--- config.mk ---
export PLATFORM = sky130hd
export DESIGN_NAME = hsv_window_point_classifier_unit
export DESIGN_NICKNAME = d
export VERILOG_FILES = /design/src/rtl/hsvc_pkg.sv /design/src/rtl/hsv_window_point_classifier_unit.sv /design/src/rtl/hsvc_front.sv /design/src/rtl/hsvc_div.sv /design/src/rtl/hsvc_val.sv
export SDC_FILE = /design/constraint.sdc
export NUM_CORES = 2
export LEC_CHECK = 0
export ABC_AREA = 1
export BUFFER_PORTS_ARGS = -buffer_cell sky130_fd_sc_hd__buf_4
export CAP_MARGIN = 40
export CORE_MARGIN = 1
export CORE_UTILIZATION = 61
export DETAILED_ROUTE_END_ITERATION = 7
export GPL_ROUTABILITY_DRIVEN = 0
export PLACE_DENSITY = 0.79
export SYNTH_ARGS = -nofsm -noshare
export SYNTH_HDL_FRONTEND = slang
export SYNTH_HIERARCHICAL = 1
export SYNTH_SLANG_ARGS = --single-unit
--- constraint.sdc ---
create_clock -name i_clk -period 9 [get_ports i_clk]
set_input_delay 0.9 -clock i_clk [delete_from_list [all_inputs] [get_ports i_clk]]
set_output_delay 0.9 -clock i_clk [all_outputs]
set_load 0.01 [all_outputs]
--- src/rtl/hsvc_pkg.sv ---
// Types and constants shared by the HSV window point classifier modules.
`default_nettype none

package hsvc_pkg;

    localparam int COLOR_W = 8;
    localparam int COORD_W = 32;
    localparam int HUE_W   = 12;
    localparam int PCT_W   = 10;

    // Hue arithmetic in tenths of a degree: one sixth of the circle is 600.
    localparam int HUE_SECTOR = 600;
    localparam logic [HUE_W-1:0] HUE_WRAP       = 12'd3600;
    localparam logic [HUE_W-1:0] HUE_BLUE_BASE  = 12'd2400;
    localparam logic [HUE_W-1:0] HUE_GREEN_BASE = 12'd1200;
    localparam logic [HUE_W-1:0] HUE_RED_BASE   = 12'd0;
    localparam int PERMILLE   = 1000;

    // Divider: 20-bit dividend, 8-bit divisor, 12 quotient bits, two per stage.
    localparam int DIV_NUM_W   = 20;
    localparam int DIV_DEN_W   = 8;
    localparam int DIV_Q_W     = 12;
    localparam int DIV_BPS     = 2;
    localparam int DIV_STAGES  = DIV_Q_W / DIV_BPS;
    localparam int VAL_X_W     = 18;
    localparam int VAL_CALC_STAGES = 3;
    localparam int FRONT_STAGES = 2;
    localparam int CORE_LAT    = FRONT_STAGES + DIV_STAGES;

    localparam int CFG_IDX_W  = 4;
    localparam int CFG_DATA_W = 12;

    typedef enum logic [CFG_IDX_W-1:0] {
        CFG_HUE_LOW_A  = 4'd0,
        CFG_HUE_HIGH_A = 4'd1,
        CFG_HUE_LOW_B  = 4'd2,
        CFG_HUE_HIGH_B = 4'd3,
        CFG_SAT_LOW    = 4'd4,
        CFG_SAT_HIGH   = 4'd5,
        CFG_VAL_LOW    = 4'd6,
        CFG_VAL_HIGH   = 4'd7
    } t_cfg_idx;

    typedef struct packed {
        logic [COLOR_W-1:0] red_in;
        logic [COLOR_W-1:0] green_in;
        logic [COLOR_W-1:0] blue_in;
        logic [COORD_W-1:0] coord_x_in;
        logic [COORD_W-1:0] coord_y_in;
        logic [COORD_W-1:0] coord_z_in;
    } t_in;

    typedef struct packed {
        logic               inside_res;
        logic [HUE_W-1:0]   hue;
        logic [PCT_W-1:0]   saturation;
        logic [PCT_W-1:0]   brightness;
        logic [COLOR_W-1:0] red_out;
        logic [COLOR_W-1:0] green_out;
        logic [COLOR_W-1:0] blue_out;
        logic [COORD_W-1:0] coord_x_out;
        logic [COORD_W-1:0] coord_y_out;
        logic [COORD_W-1:0] coord_z_out;
    } t_out;

    typedef struct packed {
        logic [DIV_NUM_W-1:0] num;
        logic [DIV_DEN_W-1:0] den;
    } t_div_op;

    typedef struct packed {
        t_div_op            hue_op;
        t_div_op            sat_op;
        logic [VAL_X_W-1:0] val_x;
    } t_front;

    typedef struct packed {
        logic [HUE_W-1:0] hue_low_a;
        logic [HUE_W-1:0] hue_high_a;
        logic [HUE_W-1:0] hue_low_b;
        logic [HUE_W-1:0] hue_high_b;
        logic [PCT_W-1:0] sat_low;
        logic [PCT_W-1:0] sat_high;
        logic [PCT_W-1:0] val_low;
        logic [PCT_W-1:0] val_high;
    } t_cfg;

    localparam t_cfg CFG_RESET = '{
        hue_low_a:  12'd0,
        hue_high_a: 12'd3599,
        hue_low_b:  12'd0,
        hue_high_b: 12'd3599,
        sat_low:    10'd0,
        sat_high:   10'd1000,
        val_low:    10'd0,
        val_high:   10'd1000
    };

endpackage

`default_nettype wire

--- src/rtl/hsv_window_point_classifier_unit.sv ---
// Throughput: one point per cycle; busy never rises, a point may be started every cycle.
// A point passes through a two-stage front end, the six-stage restoring divider (two
// quotient bits per stage) and the output register, which holds result and strobe.
// Reset (synchronous, active low) empties the pipeline and loads the default windows.
`default_nettype none

module hsv_window_point_classifier_unit (
    input  logic                               i_clk,
    input  logic                               i_rst_n,
    input  logic                               start,
    output logic                               busy,
    input  hsvc_pkg::t_in                      i_point,
    output logic                               o_strobe,
    output hsvc_pkg::t_out                     o_result,
    input  logic                               i_cfg_valid,
    output logic                               o_cfg_ready,
    input  logic [hsvc_pkg::CFG_IDX_W-1:0]     i_cfg_index,
    input  logic [hsvc_pkg::CFG_DATA_W-1:0]    i_cfg_data
);

    localparam int LAT = hsvc_pkg::CORE_LAT;

    hsvc_pkg::t_cfg                 r_cfg;
    logic [LAT-1:0]                 r_valid;
    hsvc_pkg::t_in                  r_pass [LAT];
    hsvc_pkg::t_front               w_front;
    logic [hsvc_pkg::DIV_Q_W-1:0]   w_hue_q;
    logic [hsvc_pkg::DIV_Q_W-1:0]   w_sat_q;
    logic [hsvc_pkg::PCT_W-1:0]     w_val;
    logic                           w_accept;
    logic                           w_hue_ok;
    logic                           w_sat_ok;
    logic                           w_val_ok;
    hsvc_pkg::t_out                 n_result;
    hsvc_pkg::t_out                 r_result;
    logic                           r_strobe;

    assign busy        = 1'b0;
    assign o_cfg_ready = 1'b1;
    assign w_accept    = start && !busy;

    always_ff @(posedge i_clk) begin
        if (!i_rst_n) begin
            r_cfg <= hsvc_pkg::CFG_RESET;
        end else if (i_cfg_valid && o_cfg_ready) begin
            unique case (i_cfg_index)
                hsvc_pkg::CFG_HUE_LOW_A:  r_cfg.hue_low_a  <= i_cfg_data[hsvc_pkg::HUE_W-1:0];
                hsvc_pkg::CFG_HUE_HIGH_A: r_cfg.hue_high_a <= i_cfg_data[hsvc_pkg::HUE_W-1:0];
                hsvc_pkg::CFG_HUE_LOW_B:  r_cfg.hue_low_b  <= i_cfg_data[hsvc_pkg::HUE_W-1:0];
                hsvc_pkg::CFG_HUE_HIGH_B: r_cfg.hue_high_b <= i_cfg_data[hsvc_pkg::HUE_W-1:0];
                hsvc_pkg::CFG_SAT_LOW:    r_cfg.sat_low    <= i_cfg_data[hsvc_pkg::PCT_W-1:0];
                hsvc_pkg::CFG_SAT_HIGH:   r_cfg.sat_high   <= i_cfg_data[hsvc_pkg::PCT_W-1:0];
                hsvc_pkg::CFG_VAL_LOW:    r_cfg.val_low    <= i_cfg_data[hsvc_pkg::PCT_W-1:0];
                hsvc_pkg::CFG_VAL_HIGH:   r_cfg.val_high   <= i_cfg_data[hsvc_pkg::PCT_W-1:0];
                default: begin
                end
            endcase
        end
    end

    hsvc_front u_front (
        .i_clk   (i_clk),
        .i_red   (i_point.red_in),
        .i_green (i_point.green_in),
        .i_blue  (i_point.blue_in),
        .o_front (w_front)
    );

    hsvc_div u_hue_div (
        .i_clk  (i_clk),
        .i_op   (w_front.hue_op),
        .o_quot (w_hue_q)
    );

    hsvc_div u_sat_div (
        .i_clk  (i_clk),
        .i_op   (w_front.sat_op),
        .o_quot (w_sat_q)
    );

    hsvc_val u_val (
        .i_clk (i_clk),
        .i_x   (w_front.val_x),
        .o_val (w_val)
    );

    // The original color and coordinates ride alongside the arithmetic.
    always_ff @(posedge i_clk) begin
        if (!i_rst_n) begin
            r_valid <= '0;
        end else begin
            r_valid <= {r_valid[LAT-2:0], w_accept};
        end
    end

    always_ff @(posedge i_clk) begin
        r_pass[0] <= i_point;
        for (int i = 1; i < LAT; i++) begin
            r_pass[i] <= r_pass[i-1];
        end
    end

    always_comb begin
        w_hue_ok = (w_hue_q >= r_cfg.hue_low_a && w_hue_q <= r_cfg.hue_high_a)
                || (w_hue_q >= r_cfg.hue_low_b && w_hue_q <= r_cfg.hue_high_b);
        w_sat_ok = w_sat_q[hsvc_pkg::PCT_W-1:0] >= r_cfg.sat_low
                && w_sat_q[hsvc_pkg::PCT_W-1:0] <= r_cfg.sat_high;
        w_val_ok = w_val >= r_cfg.val_low && w_val <= r_cfg.val_high;

        n_result.inside_res  = w_hue_ok && w_sat_ok && w_val_ok;
        n_result.hue         = w_hue_q;
        n_result.saturation  = w_sat_q[hsvc_pkg::PCT_W-1:0];
        n_result.brightness  = w_val;
        n_result.red_out     = r_pass[LAT-1].red_in;
        n_result.green_out   = r_pass[LAT-1].green_in;
        n_result.blue_out    = r_pass[LAT-1].blue_in;
        n_result.coord_x_out = r_pass[LAT-1].coord_x_in;
        n_result.coord_y_out = r_pass[LAT-1].coord_y_in;
        n_result.coord_z_out = r_pass[LAT-1].coord_z_in;
    end

    always_ff @(posedge i_clk) begin
        if (!i_rst_n) begin
            r_strobe <= 1'b0;
        end else begin
            r_strobe <= r_valid[LAT-1];
        end
    end

    always_ff @(posedge i_clk) begin
        r_result <= n_result;
    end

    assign o_strobe = r_strobe;
    assign o_result = r_result;

endmodule

`default_nettype wire

--- src/rtl/hsvc_front.sv ---
// Front end: max, min, chroma, hue sector and the dividends of the three quotients.
`default_nettype none

module hsvc_front (
    input  logic                              i_clk,
    input  logic [hsvc_pkg::COLOR_W-1:0]      i_red,
    input  logic [hsvc_pkg::COLOR_W-1:0]      i_green,
    input  logic [hsvc_pkg::COLOR_W-1:0]      i_blue,
    output hsvc_pkg::t_front                  o_front
);

    localparam int HACC_W = 22;

    logic [hsvc_pkg::COLOR_W-1:0] w_mx;
    logic [hsvc_pkg::COLOR_W-1:0] w_mn;
    logic [hsvc_pkg::HUE_W-1:0]   w_base;
    logic [hsvc_pkg::COLOR_W-1:0] w_p;
    logic [hsvc_pkg::COLOR_W-1:0] w_q;

    logic [hsvc_pkg::COLOR_W-1:0] r_mx;
    logic [hsvc_pkg::COLOR_W-1:0] r_c;
    logic [hsvc_pkg::HUE_W-1:0]   r_base;
    logic [hsvc_pkg::COLOR_W-1:0] r_p;
    logic [hsvc_pkg::COLOR_W-1:0] r_q;

    logic [HACC_W-1:0]            w_hue_acc;
    hsvc_pkg::t_front             n_front;
    hsvc_pkg::t_front             r_front;

    // Stage A: pick the sector. The hue numerator is base*c + 600*(p - q).
    always_comb begin
        w_mx = (i_red > i_green) ? i_red : i_green;
        if (i_blue > w_mx) begin
            w_mx = i_blue;
        end
        w_mn = (i_red < i_green) ? i_red : i_green;
        if (i_blue < w_mn) begin
            w_mn = i_blue;
        end
        if (w_mx == i_red && w_mx != i_green && w_mx != i_blue) begin
            w_base = (i_green >= i_blue) ? hsvc_pkg::HUE_RED_BASE : hsvc_pkg::HUE_WRAP;
            w_p    = i_green;
            w_q    = i_blue;
        end else if (w_mx == i_blue && w_mx != i_green) begin
            w_base = hsvc_pkg::HUE_BLUE_BASE;
            w_p    = i_red;
            w_q    = i_green;
        end else begin
            w_base = hsvc_pkg::HUE_GREEN_BASE;
            w_p    = i_blue;
            w_q    = i_red;
        end
    end

    always_ff @(posedge i_clk) begin
        r_mx   <= w_mx;
        r_c    <= w_mx - w_mn;
        r_base <= w_base;
        r_p    <= w_p;
        r_q    <= w_q;
    end

    // Stage B: dividends. A zero divisor is replaced by 0/1 so the quotient is 0.
    always_comb begin
        w_hue_acc = HACC_W'(r_base) * HACC_W'(r_c)
                  + HACC_W'(hsvc_pkg::HUE_SECTOR) * HACC_W'(r_p)
                  - HACC_W'(hsvc_pkg::HUE_SECTOR) * HACC_W'(r_q);
        if (r_c == '0) begin
            n_front.hue_op.num = '0;
            n_front.hue_op.den = hsvc_pkg::DIV_DEN_W'(1);
        end else begin
            n_front.hue_op.num = w_hue_acc[hsvc_pkg::DIV_NUM_W-1:0];
            n_front.hue_op.den = r_c;
        end
        n_front.sat_op.num = hsvc_pkg::DIV_NUM_W'(r_c) * hsvc_pkg::DIV_NUM_W'(hsvc_pkg::PERMILLE);
        n_front.sat_op.den = (r_mx == '0) ? hsvc_pkg::DIV_DEN_W'(1) : r_mx;
        n_front.val_x      = hsvc_pkg::VAL_X_W'(r_mx) * hsvc_pkg::VAL_X_W'(hsvc_pkg::PERMILLE);
    end

    always_ff @(posedge i_clk) begin
        r_front <= n_front;
    end

    assign o_front = r_front;

endmodule

`default_nettype wire

--- src/rtl/hsvc_div.sv ---
// Pipelined restoring divider, two quotient bits per register stage.
`default_nettype none

module hsvc_div (
    input  logic                          i_clk,
    input  hsvc_pkg::t_div_op             i_op,
    output logic [hsvc_pkg::DIV_Q_W-1:0]  o_quot
);

    localparam int NUM_W  = hsvc_pkg::DIV_NUM_W;
    localparam int DEN_W  = hsvc_pkg::DIV_DEN_W;
    localparam int Q_W    = hsvc_pkg::DIV_Q_W;
    localparam int BPS    = hsvc_pkg::DIV_BPS;
    localparam int STAGES = hsvc_pkg::DIV_STAGES;
    localparam int SH_W   = NUM_W + 1;

    logic [NUM_W-1:0] r_rem  [STAGES];
    logic [DEN_W-1:0] r_den  [STAGES];
    logic [Q_W-1:0]   r_quot [STAGES];

    for (genvar s = 0; s < STAGES; s++) begin : g_stage
        logic [NUM_W-1:0] w_rem_in;
        logic [DEN_W-1:0] w_den_in;
        logic [Q_W-1:0]   w_quot_in;
        logic [SH_W-1:0]  w_trial;
        logic [SH_W-1:0]  w_rem;
        logic [Q_W-1:0]   n_quot;

        if (s == 0) begin : g_first
            assign w_rem_in  = i_op.num;
            assign w_den_in  = i_op.den;
            assign w_quot_in = '0;
        end else begin : g_next
            assign w_rem_in  = r_rem[s-1];
            assign w_den_in  = r_den[s-1];
            assign w_quot_in = r_quot[s-1];
        end

        // The dividend is always below den * 2**Q_W, so no quotient bit is lost.
        always_comb begin
            w_rem  = {1'b0, w_rem_in};
            n_quot = w_quot_in;
            w_trial = '0;
            for (int k = 0; k < BPS; k++) begin
                w_trial = {{(SH_W-DEN_W){1'b0}}, w_den_in} << (Q_W - 1 - s*BPS - k);
                if (w_rem >= w_trial) begin
                    w_rem = w_rem - w_trial;
                    n_quot[Q_W - 1 - s*BPS - k] = 1'b1;
                end
            end
        end

        always_ff @(posedge i_clk) begin
            r_rem[s]  <= w_rem[NUM_W-1:0];
            r_den[s]  <= w_den_in;
            r_quot[s] <= n_quot;
        end
    end

    assign o_quot = r_quot[STAGES-1];

endmodule

`default_nettype wire

--- src/rtl/hsvc_val.sv ---
// Value channel: divides by 255 through a reciprocal and a correction, then aligns.
`default_nettype none

module hsvc_val (
    input  logic                          i_clk,
    input  logic [hsvc_pkg::VAL_X_W-1:0]  i_x,
    output logic [hsvc_pkg::PCT_W-1:0]    o_val
);

    localparam int X_W     = hsvc_pkg::VAL_X_W;
    localparam int Q_W     = hsvc_pkg::PCT_W;
    localparam int PROD_W  = X_W + 9;
    localparam int RSHIFT  = 16;
    localparam int REM_W   = 9;
    localparam int DLY     = hsvc_pkg::DIV_STAGES - hsvc_pkg::VAL_CALC_STAGES;
    localparam logic [8:0] RECIP  = 9'd257;
    localparam logic [7:0] DIVSOR = 8'd255;

    logic [PROD_W-1:0] w_prod;
    logic [X_W-1:0]    w_diff;

    logic [X_W-1:0]    r_x1;
    logic [Q_W-1:0]    r_est1;
    logic [Q_W-1:0]    r_est2;
    logic [REM_W-1:0]  r_rem2;
    logic [Q_W-1:0]    r_q3;
    logic [Q_W-1:0]    r_dly [DLY];

    // x*257/65536 is at most one below x/255 over the whole input range.
    assign w_prod = PROD_W'(i_x) * PROD_W'(RECIP);
    assign w_diff = r_x1 - X_W'(r_est1) * X_W'(DIVSOR);

    always_ff @(posedge i_clk) begin
        r_x1   <= i_x;
        r_est1 <= w_prod[RSHIFT +: Q_W];
        r_est2 <= r_est1;
        r_rem2 <= w_diff[REM_W-1:0];
        r_q3   <= (r_rem2 >= REM_W'(DIVSOR)) ? r_est2 + Q_W'(1) : r_est2;
        r_dly[0] <= r_q3;
        for (int i = 1; i < DLY; i++) begin
            r_dly[i] <= r_dly[i-1];
        end
    end

    assign o_val = r_dly[DLY-1];

endmodule

`default_nettype wire

## After elaboration in Yosys (flattened, before gate mapping)

Memory sizes are Yosys's and may differ from the RTL's. A register that Yosys moved wholly into a read port is not among the register bits.
Index checks and enable logic that the tools add are counted.

- Add/sub/neg operators: 29
- Multipliers: 7
- Order comparisons: 38
- Equality and inequality tests: 11
- Multiplexer cells: 60
- Reductions and logical operators: 21

Operators with widths:

| operator | number |
|---|---|
| 21-bit 2-to-1 mux | 12 |
| 20-bit 2-to-1 mux | 12 |
| 8-bit 2-to-1 mux | 8 |
| 20-bit by 18-bit subtractor with 20-bit output | 3 |
| 21-bit by 10-bit >= comparator with 1-bit output | 2 |
| 21-bit by 12-bit >= comparator with 1-bit output | 2 |
| 21-bit by 14-bit >= comparator with 1-bit output | 2 |
| 21-bit by 16-bit >= comparator with 1-bit output | 2 |
| 21-bit by 18-bit >= comparator with 1-bit output | 2 |
| 21-bit by 8-bit >= comparator with 1-bit output | 2 |
| 20-bit by 11-bit subtractor with 21-bit output | 2 |
| 20-bit by 13-bit subtractor with 21-bit output | 2 |
| 20-bit by 15-bit subtractor with 21-bit output | 2 |
| 20-bit by 17-bit subtractor with 21-bit output | 2 |
| 20-bit by 9-bit subtractor with 21-bit output | 2 |
| 20-bit by 11-bit >= comparator with 1-bit output | 2 |
| 20-bit by 13-bit >= comparator with 1-bit output | 2 |
| 20-bit by 15-bit >= comparator with 1-bit output | 2 |
| 20-bit by 17-bit >= comparator with 1-bit output | 2 |
| 20-bit by 9-bit >= comparator with 1-bit output | 2 |
| 20-bit by 10-bit subtractor with 20-bit output | 2 |
| 20-bit by 12-bit subtractor with 20-bit output | 2 |
| 20-bit by 14-bit subtractor with 20-bit output | 2 |
| 20-bit by 16-bit subtractor with 20-bit output | 2 |
| other kinds (35) | 91 |

- Bits in registers: 285
- Memory bits (writable): 1470
- Output and inout port bits: 156
- Logic and storage cells: 203
- Memories: 8

Memory list:

| name | depth | width | read ports | clocked after memory_dff | wr ports | line | text |
|---|---|---|---|---|---|---|---|
| r_pass | 8 | 120 | 8 | 1 | 8 | hsv_window_point_classifier_unit.sv:25 | `hsvc_pkg::t_in r_pass [LAT];` |
| u_hue_div.r_rem | 6 | 20 | 5 | 0 | 6 | hsvc_div.sv:17 | `logic [NUM_W-1:0] r_rem [STAGES];` |
| u_sat_div.r_rem | 6 | 20 | 5 | 0 | 6 | hsvc_div.sv:17 |  |
| u_hue_div.r_quot | 6 | 12 | 6 | 0 | 6 | hsvc_div.sv:19 | `logic [Q_W-1:0] r_quot [STAGES];` |
| u_sat_div.r_quot | 6 | 12 | 6 | 0 | 6 | hsvc_div.sv:19 |  |
| u_hue_div.r_den | 6 | 8 | 5 | 0 | 6 | hsvc_div.sv:18 | `logic [DEN_W-1:0] r_den [STAGES];` |
| 2 more memories | -- | -- | -- | -- | -- | -- |  |

## Longest topological paths before layout

- Word-level depth: 8
- Depth in mapped cells: 39

## Modules after synthesis

The synthesis kept the hierarchy.

By module, submodules not included:

| module | times used | cells each | area each (µm²) | sequential area each (µm²) |
|---|---|---|---|---|
| hsv_window_point_classifier_unit | 1 | 1875 | 27865.5 | 24223.2 |
| hsvc_front | 1 | 1526 | 12401.9 | 2021.9 |
| hsvc_div (u_sat_div) | 1 | 1796 | 12126.6 | 3643.5 |
| hsvc_div (u_hue_div) | 1 | 1779 | 12122.9 | 3643.5 |
| hsvc_val | 1 | 436 | 4042.6 | 1561.5 |

## Least setup slack after synthesis

OpenSTA, ideal clock, no wires.

- Kind: reg-to-reg
- From: register u_front/r_q[4] (netlist name)
- To: register u_front.r_front (netlist bit u_front/o_front[73])
- Arrival: 6.577 ns
- Path slack: 2.308 ns
- Stages on the path, launching flop included: 30
- Buffers on the path: 0
- Path through: dfxtp_1 > ha_1 > ha_1 > inv_1 > fa_1 > fa_1 > inv_1 > ha_1 > a21oi_1 > o221ai_1 > a21o_1 > a21o_1 > xnor2_1 > fa_1 > inv_1 > fa_1 > inv_1 > fa_1 > ha_1 > inv_1 > fa_1 > inv_1 > ha_1 > a21o_1 > a21oi_1 > nor2_1 > a211oi_1 > nand3_1 > nand2_1 > nor2_1

- Longest elaborated chain between the ends: 2

RTL lines:

| what | line | text |
|---|---|---|
| from (decl) | hsvc_front.sv:24 | `logic [hsvc_pkg::COLOR_W-1:0] r_q;` |
| from (signal assigned) | hsvc_front.sv:60 | `r_q <= w_q;` |
| 7-bit by 8-bit multiplier with 15-bit output | hsvc_front.sv:67 | `- HACC_W'(hsvc_pkg::HUE_SECTOR) * HACC_W'(r_q);` |
| 20-bit by 18-bit subtractor with 20-bit output | hsvc_front.sv:67 |  |
| to (signal assigned) | hsvc_front.sv:81 | `r_front <= n_front;` |
| to (decl) | hsvc_front.sv:28 | `hsvc_pkg::t_front r_front;` |

No other way between the ends.
A chain may end at the register's enable or synchronous reset.

## Worst setup path after layout

- From: register u_front/r_q[4] (netlist name)
- To: register u_front.r_front (netlist bit u_front/o_front[70])

Same word-level chain as after synthesis.

==> summary.txt <==
Run status
  – Status: finished, violations left
  – Failing checks: DRC

Floorplanning
  – DIE AREA: 113,000 sq um
  – Initial Utilization: 61.6%
  – Core ar.: 111,000 sq um
  – Die Y: 337 um
  – IO Pins: 296
  – Site row count: 122
  – Die X: 337 um

Global route
  – Most used routing layer in global routing: met2
  – Largest net degree at the start of global routing: 81
  – Initial antenna violation count: 0
  – GRT Util Overall: 23.7%
  – Vias in the first global route: 46,900
  – First-pass GRT wire length: 221 mm
  – Overflow left after global routing: 0
  – Grt met3 use: 3.94%
  – GRT met2 Usage: 41.7%
  – GR Util met1: 28.6%

STA
  – Max_slew headroom: 42.6%
  – Minimum clock period: 7260 ps
  – Post-Route Skew: 46.7 ps
  – # setup viols final: 0
  – Highest clock rate: 138 MHz
  – Worst-Margin Slew: 858 ps
  – Final-report max-slew violation count: 0
  – WHS: 217 ps
  – Post-route clock period utilization: 80.6%
  – Fin Setup TNS: 0 ps
  – RSZ-0062 raised after global routing: no
  – Hold Vio Cnt, Final: 0

Routing
  – Drt drc: 5
  – Post-DRT Antenna Nets: 0
  – Vias after detailed routing: 47,800
  – DRT iter0 DRCs: 3,122
  – DR WL/cell: 14.2 um
  – Vias per cell: 5.10
  – Drt pass-1 iters: 8
  – Drt total wl: 134 mm

Setup path
  – Crit-path slowest cell: fa_1
  – Slowest stage delay, CP: 550 ps
  – CP Buf/Inv Count: 6
  – Worst path top cell family by delay: adder cells
  – Setup crit end kind: register
  – CP dominant cell by count: fa_1
  – WS Path Type: register to register
  – FF-to-FF setup slack: 1740 ps
  – Crit path required time: 9690 ps
  – Crit path launch type: register
  – Crit path launch: u_front/r_q[4]
  – Critical path peak fanout: 6
  – R2R cell count: 26
  – WP data arrival: 7950 ps
  – Critical path depth: 26
  – Worst R2R End: u_front/o_front[70]
  – Worst setup path end: u_front/o_front[70]
  – Reg-to-Reg Start: u_front/r_q[4]

CTS
  – CTS tree: built
  – Root buffer cell: clkbuf_16
  – Hold buffer count at CTS: 0
  – Num CTS Buffers: 161
  – Clock sinks: 1,741
  – Post_cts resized: 0
  – Total setup buffers inserted after CTS: 0
  – Reg clk slew, reported paths: 70 ps
  – H-Tree Depth: 4
  – Longest Clk Path Bufs: 3
  – Clk_lat worst skew: 790 ps

Finish
  – Utilization after layout: 69.8%
  – Filler Cells Inserted: 8,348
  – Layout area overhead: 13.2%
  – Share of cells above drive strength 1: 9.80%
  – Diode count: 0
  – Final Net Count: 8,636

Placement
  – Number of buffers inserted by port buffering: 293
  – HPWL after detailed placement: 99.6 mm

Worst hold path
  – Min-Delay Path Class: input pin to register

Synthesis
  – Syn_area_per_cell: 9.23 sq um
  – Yosys warns: 6
  – Cells after Synth: 7,400
  – Syn Std Cell Area: 68,300 sq um

Flow run
  – Max_cap viols: 0
## state kept, by name, summed over array words and instances (netlist names), 40 cells and up
signal            count
r_pass              960
o_result            153
u_hue_div/r_rem     100
u_sat_div/r_rem     100
r_cfg                88
u_front/o_front      63
u_hue_div/r_quot     42
u_hue_div/r_den      40
u_sat_div/r_den      40
## layer usage
metal,routed length (um),part of all wire [%],vias up
li1,-,-,24100
met1,56000,42,21900
met2,65100,49,1444
met3,7940,5.9,365
met4,4580,3.4,0
met5,0,0,-
## stage by stage
stage                     worst slack (ps)  area, sq um  instances
after detailed placement              1790        71700       9087
after global routing                  1210        77300       9373
final                                 1740        77300       9373
after CTS                             1780        77300       9373
after global placement                1940        71700       9087
after floorplan                       2310        68400       7410
## layout make-up
type                            instances  area (sq um)  share of cell area [%]
Clock inverter                         76          1160                    1.51
Timing Repair Buffer                  294          2210                    2.85
Clock buffer                          210          4430                    5.73
Sequential cell                      1741         34900                    45.1
Inverter                             1125          4230                    5.47
Multi-Input combinational cell       4439         28600                    36.9
Tap cell                             1488          1860                    2.41
## worst min path at each step
| stage | from | end | slack [ps] | cells after the start |
|---|---|---|---|---|
| final | i_point[30] | r_pass[0][30] | 220 | 1 |
| after global routing | i_point[1] | r_pass[0][1] | 170 | 1 |
| after CTS | i_point[67] | r_pass[0][67] | 160 | 1 |
| after detailed placement | r_pass[7][111] | o_result[111] | 310 | 0 |
| after global placement | r_pass[7][83] | o_result[83] | 310 | 0 |
| after floorplan | r_pass[7][0] | o_result[0] | 310 | 0 |
## cell usage in the layout (no fill, tap or decap), drive strengths merged, types with 11 or more instances in the layout
master / count
inv: 1129
fa: 164
xor2: 129
buf: 294
dfxtp: 1741
a21o: 11
clkinv: 44
a21oi: 331
nand4: 142
bufinv: 16
nand3b: 12
conb: 13
nand3: 425
o21bai: 22
nor2: 476
xnor2: 89
or2: 14
a31oi: 12
clkbuf: 210
nand2: 1586
o21a: 11
ha: 570
o211ai: 19
o21ai: 300
clkinvlp: 12
nor3: 65
Power is not shown: default switching activity piles up to over one toggle a cycle in this logic, so the estimate is an artifact.
